===== src/rtl/core/npcq_pkg.sv =====
// shared types and constants of the nearest palette color quantizer
`default_nettype none

package npcq_pkg;

  localparam int unsigned CH_W      = 8;
  localparam int unsigned IDX_W     = 4;
  localparam int unsigned CNT_W     = 5;
  localparam int unsigned SQ_W      = 2 * CH_W;
  localparam int unsigned DIST_W    = SQ_W + 2;
  localparam int unsigned MAX_SLOTS = 16;

  localparam logic [CNT_W-1:0] COLORS_RESET = 5'd16;

  typedef enum logic [0:0] {
    CMD_LOAD  = 1'b0,
    CMD_PIXEL = 1'b1
  } cmd_e;

  typedef struct packed {
    logic [0:0]       cmd;
    logic [IDX_W-1:0] entry_index;
    logic [CH_W-1:0]  red;
    logic [CH_W-1:0]  green;
    logic [CH_W-1:0]  blue;
  } in_t;

  typedef struct packed {
    logic [CH_W-1:0]  red_out;
    logic [CH_W-1:0]  green_out;
    logic [CH_W-1:0]  blue_out;
    logic [IDX_W-1:0] palette_index;
  } out_t;

  typedef struct packed {
    logic              en;
    logic [DIST_W-1:0] sum_sq;
    logic [IDX_W-1:0]  idx;
    logic [CH_W-1:0]   red;
    logic [CH_W-1:0]   green;
    logic [CH_W-1:0]   blue;
  } node_t;

endpackage

`default_nettype wire


===== src/rtl/core/npcq_dist.sv =====
// one palette lane: squared channel differences, then their sum, two register stages
`default_nettype none

module npcq_dist #(
  parameter int unsigned LANE = 0
) (
  input  wire                            clk_i,
  input  wire                            rst_ni,
  input  wire                            adv_i,
  input  wire                            en_i,
  input  wire  [npcq_pkg::CH_W-1:0]      px_red_i,
  input  wire  [npcq_pkg::CH_W-1:0]      px_green_i,
  input  wire  [npcq_pkg::CH_W-1:0]      px_blue_i,
  input  wire  [3*npcq_pkg::CH_W-1:0]    entry_i,
  output npcq_pkg::node_t                node_o
);
  import npcq_pkg::*;

  logic [CH_W-1:0] e_red, e_green, e_blue;
  logic [CH_W-1:0] dr, dg, db;
  logic [SQ_W-1:0] sqr_d, sqg_d, sqb_d;
  logic [SQ_W-1:0] sqr_q, sqg_q, sqb_q;
  logic [CH_W-1:0] er_q, eg_q, eb_q;
  logic            en_q;
  node_t           node_d, node_q;

  assign e_red   = entry_i[3*CH_W-1:2*CH_W];
  assign e_green = entry_i[2*CH_W-1:CH_W];
  assign e_blue  = entry_i[CH_W-1:0];

  always_comb begin
    dr    = (px_red_i > e_red) ? (px_red_i - e_red) : (e_red - px_red_i);
    dg    = (px_green_i > e_green) ? (px_green_i - e_green) : (e_green - px_green_i);
    db    = (px_blue_i > e_blue) ? (px_blue_i - e_blue) : (e_blue - px_blue_i);
    sqr_d = SQ_W'(dr) * SQ_W'(dr);
    sqg_d = SQ_W'(dg) * SQ_W'(dg);
    sqb_d = SQ_W'(db) * SQ_W'(db);
  end

  always_ff @(posedge clk_i or negedge rst_ni) begin
    if (!rst_ni) begin
      en_q <= 1'b0;
    end else if (adv_i) begin
      en_q <= en_i;
    end
  end

  always_ff @(posedge clk_i) begin
    if (adv_i) begin
      sqr_q <= sqr_d;
      sqg_q <= sqg_d;
      sqb_q <= sqb_d;
      er_q  <= e_red;
      eg_q  <= e_green;
      eb_q  <= e_blue;
    end
  end

  always_comb begin
    node_d.en     = en_q;
    node_d.sum_sq = DIST_W'(sqr_q) + DIST_W'(sqg_q) + DIST_W'(sqb_q);
    node_d.idx    = IDX_W'(LANE);
    node_d.red    = er_q;
    node_d.green  = eg_q;
    node_d.blue   = eb_q;
  end

  always_ff @(posedge clk_i) begin
    if (adv_i) begin
      node_q <= node_d;
    end
  end

  assign node_o = node_q;

endmodule

`default_nettype wire


===== config.mk =====
export PLATFORM = sky130hd
export DESIGN_NAME = npcq_dist
export DESIGN_NICKNAME = d
export VERILOG_FILES = /design/src/rtl/core/npcq_pkg.sv /design/src/rtl/core/npcq_dist.sv
export SDC_FILE = /design/constraint.sdc
export NUM_CORES = 1
export LEC_CHECK = 0
export BUFFER_PORTS_ARGS = -buffer_cell sky130_fd_sc_hd__buf_2
export CAP_MARGIN = 30
export CORE_UTILIZATION = 57
export CTS_BUF_LIST = sky130_fd_sc_hd__clkbuf_8
export DETAILED_ROUTE_END_ITERATION = 8
export PLACE_DENSITY = 0.85
export SLEW_MARGIN = 10
export SYNTH_ARGS = -nofsm -noshare
export SYNTH_HDL_FRONTEND = slang
export SYNTH_SLANG_ARGS = --single-unit

===== constraint.sdc =====
create_clock -name clk_i -period 2.67 [get_ports clk_i]
set_input_delay 0.267 -clock clk_i [delete_from_list [all_inputs] [get_ports clk_i]]
set_output_delay 0.267 -clock clk_i [all_outputs]
set_load 0.1 [all_outputs]

==> results.md, run 1 <==
- Status: complete, but fails checks
- Failing checks: negative setup slack
- Number of global-route vias before repair: about 11000
- Slowest CP cell: fa_1
- Synth Instances: 1063
- Worst path arrival time: 6.52 ns
- Die Wd: 143 um
- Initial drt markers: around 1800
- Mean Syn Cell Area: about 11 um2
- Worst Setup Slack, final: -3.62 ns
- Pin count of the biggest net entering global routing: just under 50
- Critical Path RT: 2.90 ns
- Clock Tree Root: clkbuf_8
- Vias per inst: ~6.5
- Worst-Margin Slew: roughly 0.72 ns
- Hold Path Class: input port to flop
- CTS Buf Count: 17
- Register clock-pin slew on the reported worst setup and hold paths: approximately 0.09 ns
- Register area share after synthesis: 0.298
- CP Buf/Inv Count: 8
- Share of cells above drive strength 1: 0.510
- DR WL/cell: between 20 and 30 um
- Ys async rst share: 0.00885
- Max Cap Viol: 0
- Initial antenna violation count: 2
- Final Hold Fails: 0
- Unique masters post-synth: just under 70
- Worst slew margin: 0.521
- Min Tclk post-route: between 6 and 7 ns
- CP max stage delay: ~0.63 ns
- Initial Util: 0.583
- All-Layer GR Usage: 0.376
- Worst-Skew Late Latency: about 0.49 ns
- Count of input and output buffers: between 90 and 100
- Part of the cycle the worst path needs: 2.36
- First-pass GRT wire length: about 57000 um
- Htree depth: 4
- Antenna-violating nets left: 0
- Full die area: just over 20000 um2
- Crit-path leading delay family: adder cells
- Die Height: 143 um
- Max-slew violations: 0
- Ports: 99
- Pre-CTS WS: -3.48 ns
- Post-layout net count: roughly 1800
- Core Area: approximately 20000 um2
- CTS Sinks: 113
- Synth Flop Type: edfxtp_1
- Final setup vio count: between 40 and 50
- Drt first pass iters: 7
- Post-DP HPWL: 21400 um
- DRC Markers: 0
- Gp weighted congestion: slightly above 0.9
- Unrepaired setup endpoints after global routing: yes
- Yosys reg bits: ~110
- CTS tree: yes
- Synth warnings: 0
- Num rows: 51
- Fmax: ~0.16 GHz
- Clock Skew: between 0.02 and 0.025 ns
- Routed via count: between 10000 and 15000
- EDFF count, synth: between 100 and 150
- Setup Crit Path Kind: input port to flop
- Grt ovf: 0
- Crit end category: flop
- Bufs on Longest Clock Path: 2
- Total routed wirelength: about 51000 um
- Mapped cell area: 11400 um2
- Critical Path Start Type: input port
- Layout area overhead: 50.7%
- Critical path fanouts, max: 8
[through the flow]
stage / TNS [ns] / area [um2] / hold slack [ns] / std cells / util
after CTS: -85.15 / 16000 / 0.00327 / 1739 / 0.821
after floorplan: -84.81 / 12000 / -0.0286 / 1069 / -
after global placement: -101.63 / 14700 / 0.0441 / 1676 / 0.752
after detailed placement: -107.19 / 14700 / 0.0476 / 1676 / 0.752
after global routing: -112.40 / 17200 / 0.0213 / 1789 / 0.878
final: -107.70 / 17200 / 0.0116 / 1790 / 0.878
[flip-flops by register name (all words and copies together), names as in the netlist]
signal	cells
eg_q	8
node_o	43
er_q	8
sqb_q	15
en_q	1
sqr_q	15
sqg_q	15
eb_q	8
[cells in the mapped netlist (all sizes together) (5+ instances only)]
cell type / number / area [um2]
a21o: 32 / 240
nor2: 99 / 387
fa: 97 / 1940
o21bai: 6 / 45.0
nand4: 10 / 68.8
xor2: 23 / 269
a21oi: 65 / 367
o21a: 6 / 45.0
edfxtp: 112 / 3360
or2: 19 / 119
clkbuf: 6 / 22.5
a31oi: 9 / 71.3
nand2b: 10 / 62.6
ha: 149 / 1860
xnor2: 53 / 524
o21ai: 21 / 105
nand2: 26 / 97.6
buf: 18 / 138
nor3: 10 / 50.1
mux2i: 19 / 231
nand3b: 7 / 52.6
inv: 203 / 762
a221oi: 5 / 78.8
[final cells by class]
class,count,area [um2]
flip-flops and latches,113,3390
fillers,725,2370
well taps,265,332
inverters,203,810
repair buffers,447,3430
clock inverters,15,216
diodes,1,2.50
clock buffers,17,234
multi-input cells,729,8740
[cell usage in the layout (no fill, tap or decap), drive strengths merged, types with 6 or more instances in the layout]
cell type,n
clkinv,6
nor3,10
inv,204
xnor2,53
conb,7
fa,97
nor2,99
nand2,26
xor2,23
clkbuf,17
o21a,6
o21bai,6
a31oi,9
o21ai,21
ha,149
edfxtp,112
nand2b,10
a21o,32
buf,443
nand3b,7
a21oi,65
or2,19
nand4,10
mux2i,19
[metal layers]
metal	global-route usage	up-vias	share of wire
met5	0	-	0.0038
met4	0.266	8	0.12
met3	0.108	546	0.13
met2	0.642	1257	0.44
met1	0.401	5415	0.31
li1	-	4439	-
[timing repair]
action | 4_1_cts | 5_1_grt
cloned | 0 | 0
setup endpoints to repair | 46 | 47
pin swaps | 89 | 111
resized for setup | 129 | 163
hold buffers | 4 | 0
endpoints found under the hold margin | 4 | 0
setup buffers | 30 | 57
[cells by family (layout without fill, tap and decap cells)]
kind of cell | count (synthesis) | in the layout | synth area share
mux | 20 | 20 | 0.0213
xor+xnor | 76 | 76 | 0.0697
flops | 113 | 113 | 0.298
simple gates | 205 | 205 | 0.0891
buf+inv | 227 | 682 | 0.0810
fa+ha+maj | 246 | 246 | 0.334
other cells | 1 | 8 | 0.000329
compound gates | 175 | 175 | 0.107
[worst register-to-register path, cell delays in order (launching register included)]
cell and delay [ns]:
edfxtp_1 0.58, fa_1 0.62, ha_4 0.23, inv_2 0.07
o21bai_4 0.08, a2111o_1 0.44, a221oi_2 0.33, nand2b_1 0.15
buf_4 0.18, a31oi_4 0.19, xnor2_2 0.14
[worst paths after layout]
path	startpoint	end	slack [ns]	cells past startpoint
max	px_green_i[0]	sqg_q[13]$_DFFE_PP_	-3.62	26
min	entry_i[18]	er_q[2]$_DFFE_PP_	0.01	1
max reg2reg	sqb_q[4]$_DFFE_PP_	node_o[42]$_DFFE_PP_	-0.61	10
min reg2reg	er_q[6]$_DFFE_PP_	node_o[22]$_DFFE_PP_	0.41	0
max in group asynchronous	rst_ni	en_q$_DFFE_PN0P_	2.47	2
min in group asynchronous	rst_ni	en_q$_DFFE_PN0P_	0.11	2
Power of run 1 is left out: the tool's default activity adds up to more than one toggle a clock period on the data nets, which glitch-free logic cannot reach.
==> run 2: changes to the inputs <==
ABC_AREA = 1   (was unset)
ABC_CLOCK_PERIOD_IN_PS = 2670   (was unset)
GPL_TIMING_DRIVEN = 0   (was unset)
PLACE_DENSITY = 0.84   (was 0.85)
==> run 2 against run 1 <==
- the flow still finishes with violations (negative setup slack)
- critical path depth decreased by 1
- first-iteration DRC count down 31%
- global-route usage is 4.4 points lower
- via count increased by 3.8%
- wire length fell by 9.0%
- core utilization is 7.2 points lower
- critical endpoint is now sqr_q[15]$_DFFE_PP_
- largest cell class unchanged
==> results.md, run 2 <==
- Yosys reg bits: 113 (unchanged)
- Cells on worst reg2reg path: 11 (was 10)
- DR WL/cell: 23.2 um (was 28.2 um)
- Critical Path Start Type: input port (unchanged)
- Die Wd: 148 um (was 143 um)
- Area share of the largest cell type after synthesis: 0.277 (was 0.295)
- Hold Path Class: input port to flop (unchanged)
- CP max stage delay: 0.80 ns (was 0.63 ns)
- Die Height: 148 um (was 143 um)
- Initial drt markers: 1270 (was 1849)
- Pin count of the biggest net entering global routing: 91 (was 49)
- Synth Flop Type: edfxtp_1 (unchanged)
- Full die area: 21900 um2 (was 20500 um2)
- All-Layer GR Usage: 0.332 (was 0.376)
- Post-layout net count: 1991 (was 1809)
- Hold_ws: 0.0223 ns (was 0.0116 ns)
- Count leader, synth: nand2_1 (was inv_1)
- Worst-Margin Slew: 1.02 ns (was 0.715 ns)
- Gp weighted congestion: 0.902 (was 0.911)
- Core Area: 21000 um2 (was 19500 um2)
- Worst Setup Slack, final: -2.82 ns (was -3.62 ns)
- Antenna-violating nets left: 0 (unchanged)
- Commonest non-fill, non-tap cell in the layout: nand2_1 (was buf_4)
- Synth Instances: 1429 (was 1063)
- Status: complete, but fails checks (unchanged)
- Critical path fanouts, max: 7 (was 8)
- Num rows: 53 (was 51)
- Setup Crit Path Kind: input port to flop (unchanged)
- Bufs on Longest Clock Path: 2 (unchanged)
- Unrepaired setup endpoints after global routing: yes (unchanged)
- Critical Path RT: 2.89 ns (was 2.90 ns)
- Worst path arrival time: 5.72 ns (was 6.52 ns)
- Worst-Skew Late Latency: 0.49 ns (about the same)
- Worst slew margin: 0.316 (was 0.521)
- Clock Skew: 0.0209 ns (was 0.0225 ns)
- Max-slew violations: 0 (unchanged)
- Failing checks: negative setup slack (unchanged)
- Fin cells: 1980 (was 1790)
- Crit end category: flop (unchanged)
- CTS Buf Count: 17 (unchanged)
- Initial antenna violation count: 0 (was 2)
- Part of the cycle the worst path needs: 2.06 (was 2.36)
- First-pass GRT wire length: 56200 um (was 57500 um)
- Min Tclk post-route: 5.49 ns (was 6.29 ns)
- Dpl cells: 1805 (was 1676)
- Ports: 99 (unchanged)
- Register area share after synthesis: 0.279 (was 0.298)
- CTS Sinks: 113 (unchanged)
- Grt ovf: 0 (unchanged)
- DRC Markers: 0 (unchanged)
- Synth warnings: 0 (unchanged)
- Mapped cell area: 12200 um2 (was 11400 um2)
- Commonest cells after routing, fill and taps aside: nand2_1 (245), inv_1 (241), edfxtp_1 (112), buf_4 (109), ha_1 (101) (was buf_4 (294), inv_1 (151), edfxtp_1 (112), ha_1 (101), buf_2 (88))
- # diodes: 0 (was 1)
- Hold path start: en_i (was entry_i[18])
- R2R Setup Slk: 0 ns (was -0.61 ns)
- Number of global-route vias before repair: 11500 (was 11100)
- Layout area overhead: 39.0% (was 50.7%)
- Synth area leader: edfxtp_1 (unchanged)
- Total routed wirelength: 46000 um (was 50600 um)
- Final Hold Fails: 0 (unchanged)
- Pre-CTS WS: -2.85 ns (was -3.48 ns)
- CTS tree: yes (unchanged)
- Worst Hold End: en_q$_DFFE_PN0P_ (was er_q[2]$_DFFE_PP_)
- Max Cap Viol: 0 (unchanged)
- Register clock-pin slew on the reported worst setup and hold paths: 0.08 ns (was 0.09 ns)
- Hold Path Stages: 2 (was 1)
- EDFF count, synth: 112 (unchanged)
- Mean Syn Cell Area: 8.51 um2 (was 10.7 um2)
- Clock Tree Root: clkbuf_8 (unchanged)
- R2R Path Start: sqb_q[11]$_DFFE_PP_ (was sqb_q[4]$_DFFE_PP_)
- Post-DP HPWL: 20300 um (was 21400 um)
- Top cells by area, synth: edfxtp_1 (28%), fa_1 (16%), ha_1 (15%) (was edfxtp_1 (30%), fa_1 (17%), ha_1 (16%))
- Fmax: 0.182 GHz (was 0.159 GHz)
- Initial Util: 0.580 (was 0.583)
- Routed via count: 12100 (was 11700)
- Vias per inst: 6.12 (was 6.52)
- Commonest cells post-synth: nand2_1 (316), inv_1 (300), ha_1 (149) (was inv_1 (201), ha_1 (149), edfxtp_1 (112))
- Count of input and output buffers: 94 (unchanged)
- Drt first pass iters: 9 (was 7)
- Final setup vio count: 37 (was 49)
- Slowest CP cell: a21boi_0 (was fa_1)
- Ys async rst share: 0.00885 (unchanged)
- R2R Path End: node_o[44]$_DFFE_PP_ (was node_o[42]$_DFFE_PP_)
- Share of cells above drive strength 1: 0.387 (was 0.510)
- Unique masters post-synth: 39 (was 68)
- Htree depth: 4 (unchanged)
- Largest register FFs: 43 (unchanged)
- Cell mode on critical path: nand2_1
-- run 2: cell families after synthesis --
| family | Yosys count | share of synthesized area |
|---|---|---|
| AO/OA/AOI/OAI | 122 | 0.0590 |
| adder cells (fa/ha/maj) | 246 | 0.313 |
| buffers and inverters | 329 | 0.106 |
| flip-flops | 113 | 0.279 |
| AND/OR/NAND/NOR | 556 | 0.198 |
| other | 1 | 0.000308 |
| multiplexers | 1 | 0.000926 |
| XOR/XNOR | 61 | 0.0439 |
-- run 2: what timing repair did --
| action | 4_1_cts | 5_1_grt |
|---|---|---|
| hold endpoints to repair | 9 | 2 |
| hold buffers | 9 | 2 |
| pin swaps | 129 | 53 |
| setup buffers | 89 | 44 |
| gates resized for setup | 211 | 138 |
| endpoints found under the setup margin | 36 | 38 |
| cloned | 2 | 1 |
-- run 2: how the worst max path moves through the flow --
stage / start / end
2_1_floorplan: px_blue_i[0] / sqb_q[15]$_DFFE_PP_
3_3_place_gp: px_blue_i[0] / sqb_q[15]$_DFFE_PP_
3_5_place_dp: px_blue_i[0] / sqb_q[15]$_DFFE_PP_
4_1_cts: px_blue_i[0] / sqb_q[15]$_DFFE_PP_
5_1_grt: entry_i[16] / sqr_q[15]$_DFFE_PP_
6_report: entry_i[20] / sqr_q[15]$_DFFE_PP_
-- run 2: critical path, delay by kind of cell --
family                     cells  cell delay [ns]
xor gates and xnor gates       2             0.36
buffers and inverters          4             0.45
AOI/OAI and AO/OA              2             1.04
and+or+nand+nor               12             1.80
adders and majority gates      5             1.78
-- run 2: routing by layer --
| layer | routed length, um | vias up | track usage |
|---|---|---|---|
| met5 | 0 | - | 0 |
| met4 | 4170 | 0 | 0.203 |
| met3 | 5080 | 407 | 0.0702 |
| met2 | 21700 | 1069 | 0.584 |
| met1 | 15000 | 5659 | 0.368 |
| li1 | - | 4976 | - |
-- run 2: layout make-up --
class	count	area, um2
Clock inverter	14	101
Fill cell	1019	4050
Inverter	314	1300
Buffer	14	125
Clock buffer	17	234
Tap cell	275	344
Multi-Input combinational cell	995	9590
Sequential cell	113	3390
Timing Repair Buffer	238	1820
-- run 2: stage by stage --
stage | area, um2 | util | TNS (ns)
final | 16900 | 0.807 | -72.55
after global routing | 16900 | 0.807 | -76.26
after CTS | 16000 | 0.762 | -58.09
after detailed placement | 13900 | 0.662 | -85.62
after global placement | 13800 | 0.660 | -81.73
after floorplan | 13000 | - | -65.67
Power of run 2 is left out for the same reason.
